--- config.mk ---
export PLATFORM = sky130hd
export DESIGN_NAME = lru_key_value_cache
export DESIGN_NICKNAME = d
export VERILOG_FILES = /design/src/sv/lrukv_pkg.sv /design/src/sv/lrukv_ram.sv /design/src/sv/lrukv_dir.sv /design/src/sv/lru_key_value_cache.sv
export SDC_FILE = /design/constraint.sdc
export NUM_CORES = 2
export LEC_CHECK = 0
export ABC_CLOCK_PERIOD_IN_PS = 9000
export BUFFER_PORTS_ARGS = -buffer_cell sky130_fd_sc_hd__buf_2
export CAP_MARGIN = 20
export CORE_UTILIZATION = 52
export DETAILED_ROUTE_END_ITERATION = 8
export PLACE_DENSITY = 0.69
export SLEW_MARGIN = 40
export SYNTH_ARGS = -nofsm -noshare
export SYNTH_HDL_FRONTEND = slang
export SYNTH_SLANG_ARGS = --single-unit
--- constraint.sdc ---
create_clock -name clk -period 9 [get_ports clk]
set_clock_uncertainty 0.2 [all_clocks]
set_input_delay 1.35 -clock clk [delete_from_list [all_inputs] [get_ports clk]]
set_output_delay 1.35 -clock clk [all_outputs]
set_load 0.1 [all_outputs]
--- src/sv/lrukv_pkg.sv ---
// Shared constants and types for the LRU key-value cache.
package lrukv_pkg;

  // Capacity register layout
  localparam int unsigned CAP_W = 5;
  localparam logic [CAP_W-1:0] CAPACITY_RESET = 5'd16;

  // APB register indexes (byte address / 4)
  localparam logic REG_CAPACITY = 1'b0;

  // Request codes
  localparam logic FUNC_GET = 1'b0;
  localparam logic FUNC_PUT = 1'b1;

  // Returned on a get miss and on every put
  localparam logic [31:0] MISS_VALUE = 32'hFFFF_FFFF;

  // Per-item decision from the directory
  typedef struct packed {
    logic hit;      // key present before this item
    logic evicted;  // least recent entry replaced
    logic write;    // data RAM write at the chosen slot
    logic read;     // data RAM read at the chosen slot
  } dir_status_t;

endpackage

--- src/sv/lrukv_ram.sv ---
// Generic single-write, single-read RAM with registered read data.
module lrukv_ram #(
  parameter int WIDTH = 32,
  parameter int DEPTH = 16
) (
  input  logic                                     clk,
  input  logic                                     we,
  input  logic [((DEPTH > 1) ? $clog2(DEPTH) : 1)-1:0] waddr,
  input  logic [WIDTH-1:0]                         wdata,
  input  logic                                     re,
  input  logic [((DEPTH > 1) ? $clog2(DEPTH) : 1)-1:0] raddr,
  output logic [WIDTH-1:0]                         rdata
);

  logic [WIDTH-1:0] mem [DEPTH];

  always_ff @(posedge clk) begin
    if (we) begin
      mem[waddr] <= wdata;
    end
    if (re) begin
      rdata <= mem[raddr];
    end
  end

endmodule

--- src/sv/lrukv_dir.sv ---
// Key directory: parallel key match, valid bits, LRU ages and fill count.
module lrukv_dir
  import lrukv_pkg::*;
#(
  parameter int ENTRIES = 16
) (
  input  logic                                         clk,
  input  logic                                         rst,
  input  logic                                         clear,
  input  logic [CAP_W-1:0]                             capacity,
  input  logic                                         go,
  input  logic                                         func,
  input  logic [31:0]                                  key,
  output dir_status_t                                  status,
  output logic [((ENTRIES > 1) ? $clog2(ENTRIES) : 1)-1:0] slot
);

  localparam int IDX_W = (ENTRIES > 1) ? $clog2(ENTRIES) : 1;
  localparam int AGE_W = IDX_W;
  localparam int CNT_W = $clog2(ENTRIES + 1);
  localparam int CMP_W = (CNT_W > CAP_W) ? CNT_W : CAP_W;

  logic [31:0]      keys  [ENTRIES];
  logic [AGE_W-1:0] ages  [ENTRIES];
  logic [ENTRIES-1:0] valid;
  logic [CNT_W-1:0] fill_count;

  logic [ENTRIES-1:0] match;
  logic [ENTRIES-1:0] victim;
  logic [IDX_W-1:0] found_idx, victim_idx, free_idx;
  logic             free_any, victim_any;
  logic [AGE_W-1:0] hit_age;
  logic [CNT_W-1:0] fill_m1;
  logic [CMP_W-1:0] eff_cap;
  logic             full;

  // capacity zero acts as one, above ENTRIES saturates
  always_comb begin
    eff_cap = CMP_W'(capacity);
    if (eff_cap == '0) begin
      eff_cap = CMP_W'(1);
    end else if (eff_cap > CMP_W'(ENTRIES)) begin
      eff_cap = CMP_W'(ENTRIES);
    end
  end

  assign fill_m1 = fill_count - 1'b1;
  assign full    = CMP_W'(fill_count) >= eff_cap;

  // oldest valid entry always holds age fill_count-1
  always_comb begin
    for (int i = 0; i < ENTRIES; i++) begin
      match[i]  = valid[i] && (keys[i] == key);
      victim[i] = valid[i] && (ages[i] == fill_m1[AGE_W-1:0]);
    end
  end

  always_comb begin
    found_idx  = '0;
    victim_idx = '0;
    free_idx   = '0;
    free_any   = 1'b0;
    for (int i = ENTRIES - 1; i >= 0; i--) begin
      if (match[i]) begin
        found_idx = IDX_W'(i);
      end
      if (victim[i]) begin
        victim_idx = IDX_W'(i);
      end
      if (!valid[i]) begin
        free_idx = IDX_W'(i);
        free_any = 1'b1;
      end
    end
  end

  assign victim_any = |victim;
  assign hit_age    = ages[found_idx];

  always_comb begin
    status = '0;
    slot   = found_idx;
    if (|match) begin
      status.hit   = 1'b1;
      status.write = (func == FUNC_PUT);
      status.read  = (func == FUNC_GET);
    end else if (func == FUNC_PUT) begin
      if (full) begin
        slot           = victim_idx;
        status.evicted = victim_any;
        status.write   = victim_any;
      end else begin
        slot         = free_idx;
        status.write = free_any;
      end
    end
  end

  always_ff @(posedge clk) begin
    if (rst) begin
      valid      <= '0;
      fill_count <= '0;
      for (int i = 0; i < ENTRIES; i++) begin
        ages[i] <= '0;
      end
    end else if (clear) begin
      valid      <= '0;
      fill_count <= '0;
    end else if (go) begin
      if (status.hit) begin
        // touch: younger entries age by one
        for (int i = 0; i < ENTRIES; i++) begin
          if (valid[i] && (ages[i] < hit_age)) begin
            ages[i] <= AGE_W'(ages[i] + 1'b1);
          end
        end
        ages[found_idx] <= '0;
      end else if (status.write) begin
        // every other valid entry ages; the chosen slot restarts at zero
        for (int i = 0; i < ENTRIES; i++) begin
          if (valid[i] && (IDX_W'(i) != slot)) begin
            ages[i] <= AGE_W'(ages[i] + 1'b1);
          end
        end
        ages[slot]  <= '0;
        valid[slot] <= 1'b1;
        keys[slot]  <= key;
        if (!status.evicted) begin
          fill_count <= CNT_W'(fill_count + 1'b1);
        end
      end
    end
  end

  a_fill_matches_valid: assert property (@(posedge clk) disable iff (rst)
    fill_count == CNT_W'($countones(valid)))
    else $error("fill count out of step with valid bits");

  a_keys_unique: assert property (@(posedge clk) disable iff (rst)
    $onehot0(match))
    else $error("key held by more than one valid entry");

  a_evict_only_full: assert property (@(posedge clk) disable iff (rst)
    status.evicted |-> full && !status.hit)
    else $error("eviction without a full store");

endmodule

--- src/sv/lru_key_value_cache.sv ---
// Top level of the fully associative LRU key-value cache.
//
// Fully associative key-value cache with least-recently-used replacement.
// Each item is a get (func 0) or a put (func 1) with a 32-bit key and, for a
// put, a 32-bit value. Every item yields exactly one result: hit tells
// whether the key was present, read_value carries the stored value on a get
// hit and all ones otherwise, evicted flags a put that displaced the least
// recent entry. One item is accepted per cycle while in_stall is low; each
// passes through the input register (key match, age update and data RAM access)
// and then the result register. The throughput is set by the parallel key
// compare and age update over all ENTRIES entries. in_stall rises only while
// a finished result is held by out_stall and the input register is full.
// Capacity sits at APB byte address 0 (5 bits, reset 16, zero acts as one,
// values above ENTRIES saturate); any write to it empties the cache and must
// be done while the block is idle. Stored values live in a small RAM, keys,
// valid bits and ages in flops.
module lru_key_value_cache
  import lrukv_pkg::*;
#(
  parameter int ENTRIES = 16
) (
  input  logic        clk,
  input  logic        rst,
  // APB register port
  input  logic        psel,
  input  logic        penable,
  input  logic        pwrite,
  input  logic [2:0]  paddr,
  input  logic [31:0] pwdata,
  output logic [31:0] prdata,
  output logic        pready,
  // request channel
  input  logic        in_valid,
  output logic        in_stall,
  input  logic        func,
  input  logic [31:0] key,
  input  logic [31:0] value,
  // result channel
  output logic        out_valid,
  input  logic        out_stall,
  output logic        hit,
  output logic [31:0] read_value,
  output logic        evicted
);

  localparam int IDX_W = (ENTRIES > 1) ? $clog2(ENTRIES) : 1;

  // config
  logic [CAP_W-1:0] capacity;
  logic             cfg_wr;

  assign pready = 1'b1;
  assign cfg_wr = psel && penable && pwrite && (paddr[2] == REG_CAPACITY);

  always_ff @(posedge clk) begin
    if (rst) begin
      capacity <= CAPACITY_RESET;
    end else if (cfg_wr) begin
      capacity <= pwdata[CAP_W-1:0];
    end
  end

  always_comb begin
    prdata = '0;
    if (paddr[2] == REG_CAPACITY) begin
      prdata = 32'(capacity);
    end
  end

  // input register
  logic        in_full;
  logic        func_q;
  logic [31:0] key_q;
  logic [31:0] value_q;
  logic        advance;
  logic        go;

  // result stage moves when empty or being taken
  assign advance  = !out_valid || !out_stall;
  assign go       = in_full && advance;
  assign in_stall = in_full && !advance;

  always_ff @(posedge clk) begin
    if (rst) begin
      in_full <= 1'b0;
    end else if (in_valid && !in_stall) begin
      in_full <= 1'b1;
    end else if (go) begin
      in_full <= 1'b0;
    end
  end

  always_ff @(posedge clk) begin
    if (in_valid && !in_stall) begin
      func_q  <= func;
      key_q   <= key;
      value_q <= value;
    end
  end

  // directory and data store
  dir_status_t      st;
  logic [IDX_W-1:0] slot;
  logic [31:0]      ram_rdata;

  lrukv_dir #(
    .ENTRIES(ENTRIES)
  ) u_dir (
    .clk     (clk),
    .rst     (rst),
    .clear   (cfg_wr),
    .capacity(capacity),
    .go      (go),
    .func    (func_q),
    .key     (key_q),
    .status  (st),
    .slot    (slot)
  );

  // read data register only moves with the pipeline, so it holds while stalled
  lrukv_ram #(
    .WIDTH(32),
    .DEPTH(ENTRIES)
  ) u_data (
    .clk  (clk),
    .we   (go && st.write),
    .waddr(slot),
    .wdata(value_q),
    .re   (go && st.read),
    .raddr(slot),
    .rdata(ram_rdata)
  );

  // result register
  logic rd_q;

  always_ff @(posedge clk) begin
    if (rst) begin
      out_valid <= 1'b0;
    end else if (go) begin
      out_valid <= 1'b1;
    end else if (!out_stall) begin
      out_valid <= 1'b0;
    end
  end

  always_ff @(posedge clk) begin
    if (go) begin
      hit     <= st.hit;
      evicted <= st.evicted;
      rd_q    <= st.read;
    end
  end

  assign read_value = rd_q ? ram_rdata : MISS_VALUE;

  a_stall_only_when_held: assert property (@(posedge clk) disable iff (rst)
    in_stall |-> out_valid && out_stall)
    else $error("input stalled while result stage free");

  a_hit_evict_exclusive: assert property (@(posedge clk) disable iff (rst)
    out_valid |-> !(hit && evicted))
    else $error("hit and eviction on one item");

  a_miss_value: assert property (@(posedge clk) disable iff (rst)
    out_valid && !hit |-> read_value == MISS_VALUE)
    else $error("miss returned a stored value");

endmodule
Yosys cells after proc, flatten, opt, wreduce, memory -nomap -nowiden
Memories as Yosys holds them, arrays and structs flattened. A register that Yosys moved wholly into a read port is not among the register bits.
Index checks and enable logic that the tools add are counted.
Word-level totals
  logic and storage cells: 566
  flip-flop bits (word level): 96
  bits of input ports: 107
  output and inout port bits: 69
  memories: 3
  RAM bits: 1088
Operators by class
  bitwise logic cells: 37
  $lt $le $gt $ge: 20
  equal/unequal tests: 48
  multiplexer cells: 342
  add/sub/neg operators: 18
  reductions and logical operators: 87
Memories
  u_data.mem: depth 16, bits a word 32, read ports 1, clocked after memory_dff 1, write ports 1, line lrukv_ram.sv:15  | logic [WIDTH-1:0] mem [DEPTH];
  u_dir.keys: depth 16, bits a word 32, read ports 16, clocked after memory_dff 0, write ports 1, line lrukv_dir.sv:23  | logic [31:0] keys [ENTRIES];
  u_dir.ages: depth 16, bits a word 4, read ports 17, clocked after memory_dff 0, write ports 17, line lrukv_dir.sv:24  | logic [AGE_W-1:0] ages [ENTRIES];
Operator list (count)
  $eq A32 B32 Y1: 16
  $mux W4: 85
  $mux W1: 251
  $logic_and A1 B1 Y1: 73
  $add A4 B1 Y4 const B: 16
  $eq A4 B4 Y1: 16
  $lt A4 B4 Y1: 16
  $mux W32: 1
  $ne A4 B4 Y1 const A: 8
  $or A1 B1 Y1: 32
  $reduce_or A16 Y1: 2
  $ne A3 B4 Y1 const A: 4
  $or A16 B16 Y16: 1
  $mux W5: 3
  $ne A2 B4 Y1 const A: 2
  $add A5 B1 Y5 const B: 1
  $ge A5 B5 Y1: 1
  $gt A5 B5 Y1 const B: 1
  $logic_not A5 Y1: 1
  $lt A4 B5 Y1 const B: 1
  $demux W1 S4: 1
  $ge A4 B1 Y1 const B: 1
  $logic_not A1 Y1: 4
  $ne A1 B4 Y1 const A: 1
  other kinds (11): 14

Depth between registers and ports, before layout
  depth after elaboration: 32
  mapped depth: 26
  gate-level depth less buffers: 22

Cells and area by module
A second synthesis with hierarchy kept.
Unflattened totals
  cells, all modules: 3549
  area total of the unflattened synthesis: 54347.1 µm²
By module, submodules not included
  lrukv_dir: seq. area each 17076.4 µm², area an instance 31350.1 µm², cells each 2537, times used 1
  lrukv_ram: seq. area each 16335.7 µm², area an instance 20156.8 µm², cells each 838, times used 1
  lru_key_value_cache: seq. area each 2182.1 µm², area an instance 2840.2 µm², cells each 174, times used 1

Worst setup path after synthesis
Ideal clock, no wire load.
  kind: flip-flop to flip-flop
  start: register u_dir.fill_count[0]
  end: memory u_dir.keys[8][0] (enable)
  clock period less this slack: 7727 ps
  setup time: 505 ps
  cell stages (with the launch flop): 20
  data arrival time: 7022 ps
  buffers on the path: 8
  data required time: 8295 ps
  slack: 1273 ps
  path through: dfxtp_1 > buf_2 > buf_2 > inv_1 > ha_1 > clkbuf_1 > buf_2 > xor2_1 > nand4_1 > or2_2 > a31oi_1 > o21a_1 > o311ai_0 > nand4_1 > nand2_1 > buf_2 > buf_2 > buf_2 > buf_2 > nor4_1
On the way
  cells in the longest elaborated chain, start to end: 22
Ends and longest elaborated chain
  from (decl): line lrukv_dir.sv:26  | logic [CNT_W-1:0] fill_count;
  from (signal assigned): line lrukv_dir.sv:129  | fill_count <= CNT_W'(fill_count + 1'b1);
  $sub A4 B1 Y4 (*): line lrukv_dir.sv:47  | assign fill_m1 = fill_count - 1'b1;
  via u_dir.fill_m1[0]: line lrukv_dir.sv:33  | logic [CNT_W-1:0] fill_m1;
  $eq A4 B4 Y1: line lrukv_dir.sv:54  | victim[i] = valid[i] && (ages[i] == fill_m1[AGE_W-1:0]);
  $logic_and A1 B1 Y1: line lrukv_dir.sv:54
  $mux W4 (16 in series): line lrukv_dir.sv:67  | if (victim[i]) begin
  $mux W4: line lrukv_dir.sv:88  | if (full) begin
  $mux W4: line lrukv_dir.sv:87  | end else if (func == FUNC_PUT) begin
  $mux W4: line lrukv_dir.sv:83  | if (|match) begin
  to (decl): line lrukv_dir.sv:23
The timed path passes the listed nets; every way through them passes the cells marked *.

==> out/summary.txt <==
Initial core utilization = 52.61%
Post-synthesis mux area share = 5.724%
Worst-Skew Late Latency = 720 ps
Max-slew violation count = 0
GRT Resource Usage Total = 25.72%
Arr. time, crit path = 7560 ps
Leak = 20.46 nW
First-pass GRT wire length = 207,000 µm
Status = finished with violations
Sink Count = 1,216
Core area = 105,600 µm²
GP Congestion = 0.9609
FF/Latch Area = 35,590 µm²
Simple-gate area share of the yosys netlist = 10.39%
Post-synthesis cell count = 4,011
PostCTS Resize Cnt = 0
Top post-synthesis cells by area = edfxtp_1 61%, xor2_1 5.3%, dfxtp_1 3.3%
Yosys top cell by area = edfxtp_1
CP endpoint kind = flip-flop
Nets = 4,375
Number of synthesized flops with an enable pin = 1,124
Final period util = 79.05%
TritonRoute pass-1 iters = 8
Commonest cells post-synth = 1,124 x edfxtp_1, 338 x xor2_1, 275 x nor2_1
Hpwl dp = 85,240 µm
Area grow syn2layout = 11.91%
CP Max Fanout = 31
Synth top area share = 60.77%
Hold buffer count at cts = 0
Final hold violation count = 0
Power per cell area = 188.9 nW/µm²
DRC = 15
Final hold slack = 275.3 ps
Mapped Avg Cell Area = 13.85 µm²
Max Clk Rate = 140.6 MHz
Peak VDD IR = 188.7 µV
Port Buffers = 118
Synth Cell Area = 55,540 µm²
Setup_tns = 0 ps
Synth Area in XOR/XNOR = 9.656%
Net Sw Frac = 22.40%
Vias in the first global route = 32,970
Initial antenna violation count = 3
Clock root cell = clkbuf_16
Share of power burned in registers = 53.6%
Die Ht = 328.8 µm
Ports = 176
Type of the most critical hold path = flip-flop to flip-flop
Vias = 34,330
Drt wl/cell = 24.60 µm
Final wirelength = 140,100 µm
Site Rows = 119
Syn. warnings = 0
Final setup violation count = 0
Finished Core Util = 58.88%
Post-CTS Setup Repair Bufs = 0
Yosys reg bits = 1,216
Clock network fraction of total power = 40.9%
Largest family of logic cells by synthesized area = simple AND/OR/NAND/NOR gates
Critical Path RT = 9440 ps
Ys flop type = edfxtp_1
Slew Limit Headroom = 39.93%
Compound-Gate Fraction of Synth Area = 6.087%
Number of max-cap violations = 0
Synth cell types = 93
Fillers = 8,148
Via/cell ratio = 6.029
Post-synthesis sequential area ratio = 64.09%
Placed insts = 5,464
Final Non-Filler Cells = 5,694
Multi-input gate area = 18,960 µm²
Async set-reset flop share out of synthesis = 0%
Antenna Cells = 0
Final ANT Viol Nets = 0
Failing checks = DRC
Total power = 0.01174 W
Most common cell in the netlist = edfxtp_1
Switch Pwr = 0.002631 W
Synth Area in Adders = 1.599%
Clock transition at the registers of the reported paths = 60 ps
Internal power = 0.009112 W
CTS HTree Levels = 3
Post-route minimum period = 7114 ps
CTS tree = done
Layout cells sized above 1 = 15.01%
Num CTS Buffers = 121
Tightest Pin Transition = 901.0 ps
Clock tree buffer depth = 3
Congestion Overflow GR = 0
RSZ-0062 raised after global routing = no
Die area = 108,100 µm²
Die X = 328.8 µm
Worst Setup Path Type = flip-flop to flip-flop
Largest net degree at the start of global routing = 90
Iter 0 DRT Violations = 3,497
Startpoint type of the worst setup path = flip-flop
Combinational power share = 5.5%
==> power by group through the flow <==
stage	Sequential, W	Clock, W	Combinational (W)
2_1_floorplan	0.00639	0	0.000445
3_3_place_gp	0.00641	0	0.000625
3_5_place_dp	0.00642	0	0.000639
4_1_cts	0.00630	0.00488	0.000642
5_1_grt	0.00630	0.00508	0.000693
6_report	0.00630	0.00480	0.000645
==> kinds of logic after synthesis <==
logic type	Yosys count
DFF	1216
and+or+nand+nor	1069
xor gates and xnor gates	573
AOI/OAI and AO/OA	512
muxes	300
buffers and inverters	268
adders and majority gates	71
other	2
==> cell type report <==
cell class                      count  share of cell area (%)
Clock buffer                      157                   5.123
Clock inverter                     72                  0.9582
Inverter                           46                  0.2778
Multi-Input combinational cell   2553                   30.50
Sequential cell                  1216                   57.27
Tap cell                         1391                   2.800
Timing Repair Buffer              259                   3.076
==> cells in the final DEF (no fill, tap or decap), drive strengths merged, types with 58 or more instances in the layout <==
cell / instances
nor4: 163
dfxtp: 92
mux2i: 159
nor2: 275
xnor2: 211
nor3: 77
nand4: 115
edfxtp: 1124
o21ai: 65
nand2b: 65
xor2: 338
ha: 71
clkbuf: 157
nand3: 71
clkinv: 58
a211oi: 126
nand2: 121
mux2: 141
a21oi: 172
buf: 259
==> metrics by stage <==
| stage | setup WS (ps) | cell area (µm²) |
|---|---|---|
| 4_1_cts | 2053 | 62140 |
| 5_1_grt | 1417 | 62160 |
| 2_1_floorplan | 1273 | 55640 |
| 6_report | 1886 | 62160 |
| 3_3_place_gp | 1762 | 58110 |
| 3_5_place_dp | 2070 | 58360 |
==> final timing paths <==
path / startpoint / endpoint / slack [ps] / cells past startpoint
setup / recovery: key_q[3] / u_dir.ages[12][3] / 1890 / 24
hold / removal: capacity[0] / capacity[0] / 280 / 2
setup reg to reg: key_q[3] / u_dir.ages[12][3] / 1890 / 24
hold reg to reg: capacity[0] / capacity[0] / 280 / 2
==> sequential cells by signal, summed over array words and instances, names as in the netlist <==
signal,cells
u_data.mem,512
u_dir.keys,512
u_dir.ages,64
key_q,32
u_data.rdata,32
value_q,32
u_dir.valid,16
capacity,5
u_dir.fill_count,5
evicted,1
func_q,1
hit,1
in_full,1
out_valid,1
rd_q,1
==> routing by layer <==
layer | vias up | track usage [%] | part of all wire (%) | wire (µm)
met5 | - | 0 | 0.0093 | 13
met3 | 212 | 3.992 | 7.9 | 11080
met4 | 2 | 7.503 | 2.5 | 3552
met2 | 1448 | 40.30 | 46 | 64140
li1 | 15550 | - | - | -
met1 | 17120 | 37.15 | 44 | 61300
==> worst max-delay path, cell delays in order (launching register included) <==
cell      delay, ps
edfxtp_1        390
buf_4           560
xor2_1          180
nor4_1          340
nand4_1         230
nor4_1          580
o211ai_1        290
a211oi_1        340
o21a_1          560
buf_4           400
nor2b_1          80
a211oi_1        180
a21oi_1          90
nand2_1         120
o31ai_1          70
o21ai_1         160
buf_4           190
ha_1            250
nand2_1          80
or4bb_1         520
or3_1           320
nor3_1          190
nor2_1          170
or3_1           360
a21boi_0        170
No activity file was read; power rests on OpenSTA's default activity.
